**src/rtl/phv_pkg.sv**
```systemverilog
`timescale 1ns / 1ps
// Shared types, constants and saturating score arithmetic for the Viterbi scorer.
package phv_pkg;

  localparam int SCORE_W       = 32;
  localparam int MAX_NODES_DEF = 1024;
  localparam int ALPHA_DEF     = 32;
  localparam int NUM_TRANS     = 8;
  localparam int NODE_IN_W     = 11;
  localparam int KIND_W        = 5;
  localparam int RES_IN_W      = 5;
  localparam int SPEC_IDX_W    = 3;
  localparam int CFG_IDX_W     = 1;
  localparam int CFG_DATA_W    = 11;

  typedef logic signed [SCORE_W-1:0] score_t;
  typedef score_t [NUM_TRANS-1:0] trans_vec_t;

  localparam score_t NEG_INF = {1'b1, {(SCORE_W-1){1'b0}}};
  localparam score_t POS_MAX = {1'b0, {(SCORE_W-1){1'b1}}};

  typedef enum logic [KIND_W-1:0] {
    K_MM     = 5'd0,
    K_IM     = 5'd1,
    K_DM     = 5'd2,
    K_BM     = 5'd3,
    K_MI     = 5'd4,
    K_II     = 5'd5,
    K_MD     = 5'd6,
    K_DD     = 5'd7,
    K_ELOOP  = 5'd8,
    K_EMOVE  = 5'd9,
    K_NLOOP  = 5'd10,
    K_NMOVE  = 5'd11,
    K_JLOOP  = 5'd12,
    K_JMOVE  = 5'd13,
    K_CLOOP  = 5'd14,
    K_CMOVE  = 5'd15,
    K_MATCH  = 5'd16,
    K_INSERT = 5'd17
  } kind_e;

  localparam logic ACT_LOAD    = 1'b0;
  localparam logic ACT_RESIDUE = 1'b1;

  localparam logic [CFG_IDX_W-1:0] CFG_MODEL_LEN = 1'b0;
  localparam logic [CFG_IDX_W-1:0] CFG_LOCAL     = 1'b1;

  typedef struct packed {
    logic valid;
    logic last;
  } ctl_t;

  typedef struct packed {
    logic   valid;
    score_t m;
    score_t i;
    score_t d;
  } wb_t;

  function automatic score_t sat_add(score_t a, score_t b);
    logic signed [SCORE_W:0] s;
    s = {a[SCORE_W-1], a} + {b[SCORE_W-1], b};
    if (a == NEG_INF || b == NEG_INF) begin
      return NEG_INF;
    end else if (s[SCORE_W] != s[SCORE_W-1]) begin
      return s[SCORE_W] ? NEG_INF : POS_MAX;
    end else begin
      return s[SCORE_W-1:0];
    end
  endfunction

  function automatic score_t smax(score_t a, score_t b);
    return (a > b) ? a : b;
  endfunction

endpackage

```
**src/rtl/phv_cell_pipe.sv**
```systemverilog
`timescale 1ns / 1ps
// Pipelined M/I/D cell update, delete recurrence and end-state accumulation.
module phv_cell_pipe import phv_pkg::*; #(
  parameter int MAX_NODES = MAX_NODES_DEF,
  localparam int NODE_W = $clog2(MAX_NODES + 1)
) (
  input  logic              clk_i,
  input  logic              rst_ni,
  input  ctl_t              iss_i,
  input  logic [NODE_W-1:0] iss_t_i,
  input  logic              pass_start_i,
  input  score_t            bprev_i,
  input  logic              local_i,
  input  logic              emis_ok_i,
  input  score_t            om_i,
  input  score_t            oi_i,
  input  score_t            od_i,
  input  trans_vec_t        tp_i,
  input  score_t            me_i,
  input  score_t            ie_i,
  output wb_t               wb_o,
  output logic [NODE_W-1:0] wb_t_o,
  output score_t            e_o,
  output logic              done_o
);

  ctl_t              p1_q, s1_q, s2_q, s3_q;
  logic [NODE_W-1:0] p1_t_q, s1_t_q, s2_t_q, s3_t_q;
  score_t            prev_om_q, prev_oi_q, prev_od_q;
  score_t            s1_a0_q, s1_a1_q, s1_a2_q, s1_a3_q, s1_i0_q, s1_i1_q;
  score_t            s1_me_q, s1_ie_q, s1_md_q, s1_dd_q;
  score_t            s2_best_q, s2_ib_q, s2_me_q, s2_ie_q, s2_md_q, s2_dd_q;
  score_t            s3_m_q, s3_i_q, s3_md_q, s3_dd_q;
  score_t            lm_q, ld_q, e_q;
  score_t            d_new;

  always_ff @(posedge clk_i or negedge rst_ni) begin
    if (!rst_ni) begin
      p1_q <= '0;
      s1_q <= '0;
      s2_q <= '0;
      s3_q <= '0;
    end else begin
      p1_q <= iss_i;
      s1_q <= p1_q;
      s2_q <= s1_q;
      s3_q <= s2_q;
    end
  end

  always_ff @(posedge clk_i) begin
    p1_t_q <= iss_t_i;
    s1_t_q <= p1_t_q;
    s2_t_q <= s1_t_q;
    s3_t_q <= s2_t_q;

    s1_a0_q <= sat_add(prev_om_q, tp_i[K_MM]);
    s1_a1_q <= sat_add(prev_oi_q, tp_i[K_IM]);
    s1_a2_q <= sat_add(prev_od_q, tp_i[K_DM]);
    s1_a3_q <= sat_add(bprev_i, tp_i[K_BM]);
    s1_i0_q <= sat_add(om_i, tp_i[K_MI]);
    s1_i1_q <= sat_add(oi_i, tp_i[K_II]);
    s1_me_q <= emis_ok_i ? me_i : NEG_INF;
    s1_ie_q <= emis_ok_i ? ie_i : NEG_INF;
    s1_md_q <= tp_i[K_MD];
    s1_dd_q <= tp_i[K_DD];

    s2_best_q <= smax(smax(s1_a0_q, s1_a1_q), smax(s1_a2_q, s1_a3_q));
    s2_ib_q   <= smax(s1_i0_q, s1_i1_q);
    s2_me_q   <= s1_me_q;
    s2_ie_q   <= s1_ie_q;
    s2_md_q   <= s1_md_q;
    s2_dd_q   <= s1_dd_q;

    s3_m_q  <= sat_add(s2_best_q, s2_me_q);
    s3_i_q  <= s2_q.last ? NEG_INF : sat_add(s2_ib_q, s2_ie_q);
    s3_md_q <= s2_md_q;
    s3_dd_q <= s2_dd_q;

    if (pass_start_i) begin
      prev_om_q <= NEG_INF;
      prev_oi_q <= NEG_INF;
      prev_od_q <= NEG_INF;
      lm_q      <= NEG_INF;
      ld_q      <= NEG_INF;
      e_q       <= NEG_INF;
    end else begin
      if (p1_q.valid) begin
        prev_om_q <= om_i;
        prev_oi_q <= oi_i;
        prev_od_q <= od_i;
      end
      if (s3_q.valid) begin
        lm_q <= s3_m_q;
        ld_q <= d_new;
        if (s3_q.last) begin
          e_q <= smax(e_q, smax(s3_m_q, d_new));
        end else if (local_i) begin
          e_q <= smax(e_q, s3_m_q);
        end
      end
    end
  end

  assign d_new   = smax(sat_add(lm_q, s3_md_q), sat_add(ld_q, s3_dd_q));
  assign wb_o    = '{valid: s3_q.valid, m: s3_m_q, i: s3_i_q, d: d_new};
  assign wb_t_o  = s3_t_q;
  assign e_o     = e_q;
  assign done_o  = s3_q.valid && s3_q.last;

endmodule

```
**config.mk**
```make
export PLATFORM = sky130hd
export DESIGN_NAME = phv_cell_pipe
export DESIGN_NICKNAME = d
export VERILOG_FILES = /design/src/rtl/phv_pkg.sv /design/src/rtl/phv_cell_pipe.sv
export SDC_FILE = /design/constraint.sdc
export NUM_CORES = 2
export LEC_CHECK = 0
export BUFFER_PORTS_ARGS = -buffer_cell sky130_fd_sc_hd__buf_4
export CORE_MARGIN = 3
export CORE_UTILIZATION = 30
export DETAILED_ROUTE_END_ITERATION = 10
export PLACE_DENSITY = 0.56
export REMOVE_ABC_BUFFERS = 1
export SLEW_MARGIN = 40
export SYNTH_ARGS = -nofsm -noshare
export SYNTH_HDL_FRONTEND = slang
export SYNTH_SLANG_ARGS = --single-unit
```
**constraint.sdc**
```tcl
create_clock -name clk_i -period 10.9 [get_ports clk_i]
set_input_delay 2.18 -clock clk_i [delete_from_list [all_inputs] [get_ports clk_i]]
set_output_delay 2.18 -clock clk_i [all_outputs]
set_load 0.05 [all_outputs]
```
==> qor.yml <==
sta:
  relSlewSlack: 0.454
  drv_slew: 0
  finalClockSkew_ns: 0.0462
  period_minus_slack_ns: 10.57
  fmax_ghz: 0.0946
  setup_ws_ns: 0.332
  post-route-period-util: 0.970
  setup_violations: 0
  finalHoldViolations: 0
  worst_slew_pin_slew_ns: 0.819
setup_path:
  cp.arrival_ns: 11.23
  cp_slowest_cell: "or4b_4"
  crit_required_ns: 11.56
  path_class: "register to register"
  worst-path-buf-inv: 10
  path_max_fanout: 10
  worst_path_largest_cell_delay_ns: 0.46
  startpoint_type: "register"
  critPathTopFamily: "compound AO/OA/AOI/OAI gates"
  end_kind: "register"
cts:
  clk_latency_ns: 0.76
  cts-root-buf: "clkbuf_16"
  clkSinkCount: 884
  cts_buffers: 104
  clk_pin_slew_ns: 0.06
  clock_path_buffers: 3
  cts_tree: "yes"
  htreeDepth: 3
yosys:
  yosysUniqueCellTypes: 111
  synth-edff-count: 0
  muxShareOfSynthArea: 0.0632
  synth-seq-cells: 884
  synth_fa_ha_area_frac: 0.149
  synth_top_area_cell: "dfxtp_1"
  synth_area_mm2: 0.0501
  yosys_warnings: 0
  syn-instance-count: 5479
  synthFlopType: "dfxtp_1"
  synth_top_family_by_area: "compound AO/OA/AOI/OAI gates"
  ys_seq_area_frac: 0.354
  synth_xor_area_frac: 0.0454
  synthTopCellsByArea: "dfxtp_1 35%, ha_1 14%, mux2i_1 5.3%, a21oi_1 3.9%, nor2_1 3.3%"
  async_flop_share: 0.00905
  synth_top_area_share: 0.350
  synthSimpleGateAreaFrac: 0.149
  synth_compound_gate_area_share: 0.200
  syn_area_per_cell_um2: 9.14
die:
  top_level_ports: 607
  fp.dieW_um: 415
  num_rows: 149
  start_util: 0.303
  die_y_um: 415
  dieArea_mm2: 0.172
  core_mm2: 0.165
power:
  power_density_mw_per_mm2: 379
  leakagePower_nw: 28.9
  worst_ir_drop_vdd_mv: 0.297
  p_total_mw: 23.7
run_status:
  outcome: "complete, no violations"
drt:
  drt-wirelength-per-cell_um: 22.6
  drc: 0
  vias: 43800
  drtIter0Drc: 2811
  ant_nets: 0
  dr.pass1.iters: 6
  finalWirelength_um: 191000
  vias_per_cell: 5.17
flow_run:
  drv_cap: 0
finish:
  synthToLayoutAreaGrowth_pct: 24.7
  drive_above_1_share: 0.193
  fin_util: 0.378
  fill_cells: 16700
  nets: 7232
  postLayoutCellArea_mm2: 0.0625
place:
  io_buffers: 606
  dp_hpwl_um: 157000
  place_area_mm2: 0.0578
  place_congestion: 0.964
  place_ws_ns: -0.320
global_route:
  grt_pass1_wl_um: 276000
  grt_pass1_vias: 42700
  track_usage: 0.212
  overflow: 0
  grt_max_degree: 108
  grt_antenna_before_repair: 17
worst_hold_path:
  hp-class: "register to register"
## layout make-up
| cell class | count | area, um2 | share of cell area |
|---|---|---|---|
| Clock buffer | 129 | 2860 | 0.0457 |
| Timing Repair Buffer | 772 | 6140 | 0.0982 |
| Tap cell | 2189 | 2740 | 0.0438 |
| Multi-Input combinational cell | 4108 | 30900 | 0.495 |
| Clock inverter | 67 | 897 | 0.0144 |
| Sequential cell | 884 | 17800 | 0.284 |
| Inverter | 308 | 1160 | 0.0185 |
| Antenna cell | 7 | 17.5 | 0.000280 |
## metal layers
| metal | track usage | up-vias | wire length [um] |
|---|---|---|---|
| met3 | 0.0273 | 307 | 8010 |
| li1 | - | 21500 | - |
| met5 | 0 | - | 0 |
| met2 | 0.370 | 1191 | 93000 |
| met1 | 0.264 | 20800 | 82300 |
| met4 | 0.0819 | 0 | 8030 |
## layout by cell type, fill, tap and decap left out, types with 16 or more instances in the layout
cell | netlist | layout
nor2_1 | 445 | 442
mux2i_1 | 264 | 261
o22ai_1 | 17 | 16
inv_1 | 299 | 298
or2_2 | 15 | 17
or3_1 | 22 | 20
nor4_1 | 152 | 149
a21o_1 | 201 | 201
and3_1 | 28 | 27
o21a_1 | 62 | 62
o211ai_1 | 33 | 33
a31oi_1 | 33 | 33
a211oi_1 | 70 | 67
nor3_1 | 57 | 53
and2_1 | 86 | 85
o31ai_1 | 30 | 29
xnor2_1 | 143 | 141
a211o_1 | 20 | 19
nor2b_1 | 41 | 41
mux2_2 | 41 | 40
o21ai_0 | 287 | 282
or4b_1 | 32 | 24
nand2_1 | 236 | 232
xor2_1 | 115 | 115
ha_1 | 578 | 563
nand2b_1 | 58 | 57
o21bai_1 | 32 | 32
a21oi_1 | 395 | 387
o221ai_2 | 30 | 30
o21ai_1 | 99 | 102
nor4b_1 | 21 | 21
buf_4 | 5 | 740
dfxtp_1 | 876 | 870
a21oi_2 | 11 | 17
clkbuf_16 | 0 | 113
nand3_1 | 83 | 82
nand4_1 | 113 | 113
## power breakdown
part	switching [mW]	internal (mW)	leakage [nW]	total, mW
logic	9.19	6.04	19.6	15.2
clock network	1.56	2.21	1.82	3.78
registers	0.757	3.92	7.43	4.67
## cells in the mapped netlist, types with 33 or more instances
cell type / instances
mux2i_1: 264
nor3_1: 57
a21o_1: 201
a211oi_1: 70
nand2b_1: 58
clkbuf_1: 103
nor4_1: 152
o21ai_1: 99
buf_2: 53
nand4_1: 113
mux2_2: 41
ha_1: 578
and2_1: 86
o211ai_1: 33
a31oi_1: 33
nor2_1: 445
dfxtp_1: 876
xnor2_1: 143
nor2b_1: 41
o21ai_0: 287
inv_1: 299
xor2_1: 115
nand3_1: 83
nand2_1: 236
o21a_1: 62
a21oi_1: 395
## worst paths after layout
| path | from | end | slack, ns | cells after the start |
|---|---|---|---|---|
| setup reg to reg | s3_dd_q[0] | e_o[12] | 0.33 | 49 |
| hold / removal | s1_ie_q[30] | s2_ie_q[30] | 0.32 | 0 |
| max in group asynchronous | rst_ni | p1_q[1] | 9.48 | 1 |
| min in group asynchronous | rst_ni | s3_q[0] | 1.25 | 1 |
| setup / recovery | s3_dd_q[0] | e_o[12] | 0.33 | 49 |
| hold reg to reg | s1_ie_q[30] | s2_ie_q[30] | 0.32 | 0 |
## cells by family (layout without fill, tap and decap cells)
group / Yosys count / in the layout
muxes: 309 / 309
DFF: 884 / 884
and+or+nand+nor: 1446 / 1446
other: 0 / 7
AOI/OAI and AO/OA: 1505 / 1505
buffers and inverters: 487 / 1276
adders and majority gates: 589 / 589
xor gates and xnor gates: 259 / 259
## repair_timing
action | 4_1_cts | 5_1_grt
endpoints found under the setup margin | 32 | 32
resized for setup | 6 | 93
hold buffers | 0 | 0
setup buffers | 2 | 19
gates cloned | 0 | 8
pin swaps | 1 | 49
## through the flow
step	hold WS, ns	setup TNS (ns)	instances
5_1_grt	0.319	-2.17	8464
4_1_cts	0.321	0	8431
3_5_place_dp	0.312	-9.61	8233
2_1_floorplan	0.310	-113.17	5300
3_3_place_gp	0.310	-3.38	8232
6_report	0.316	0	8464
(Power assumes the default switching activity.)
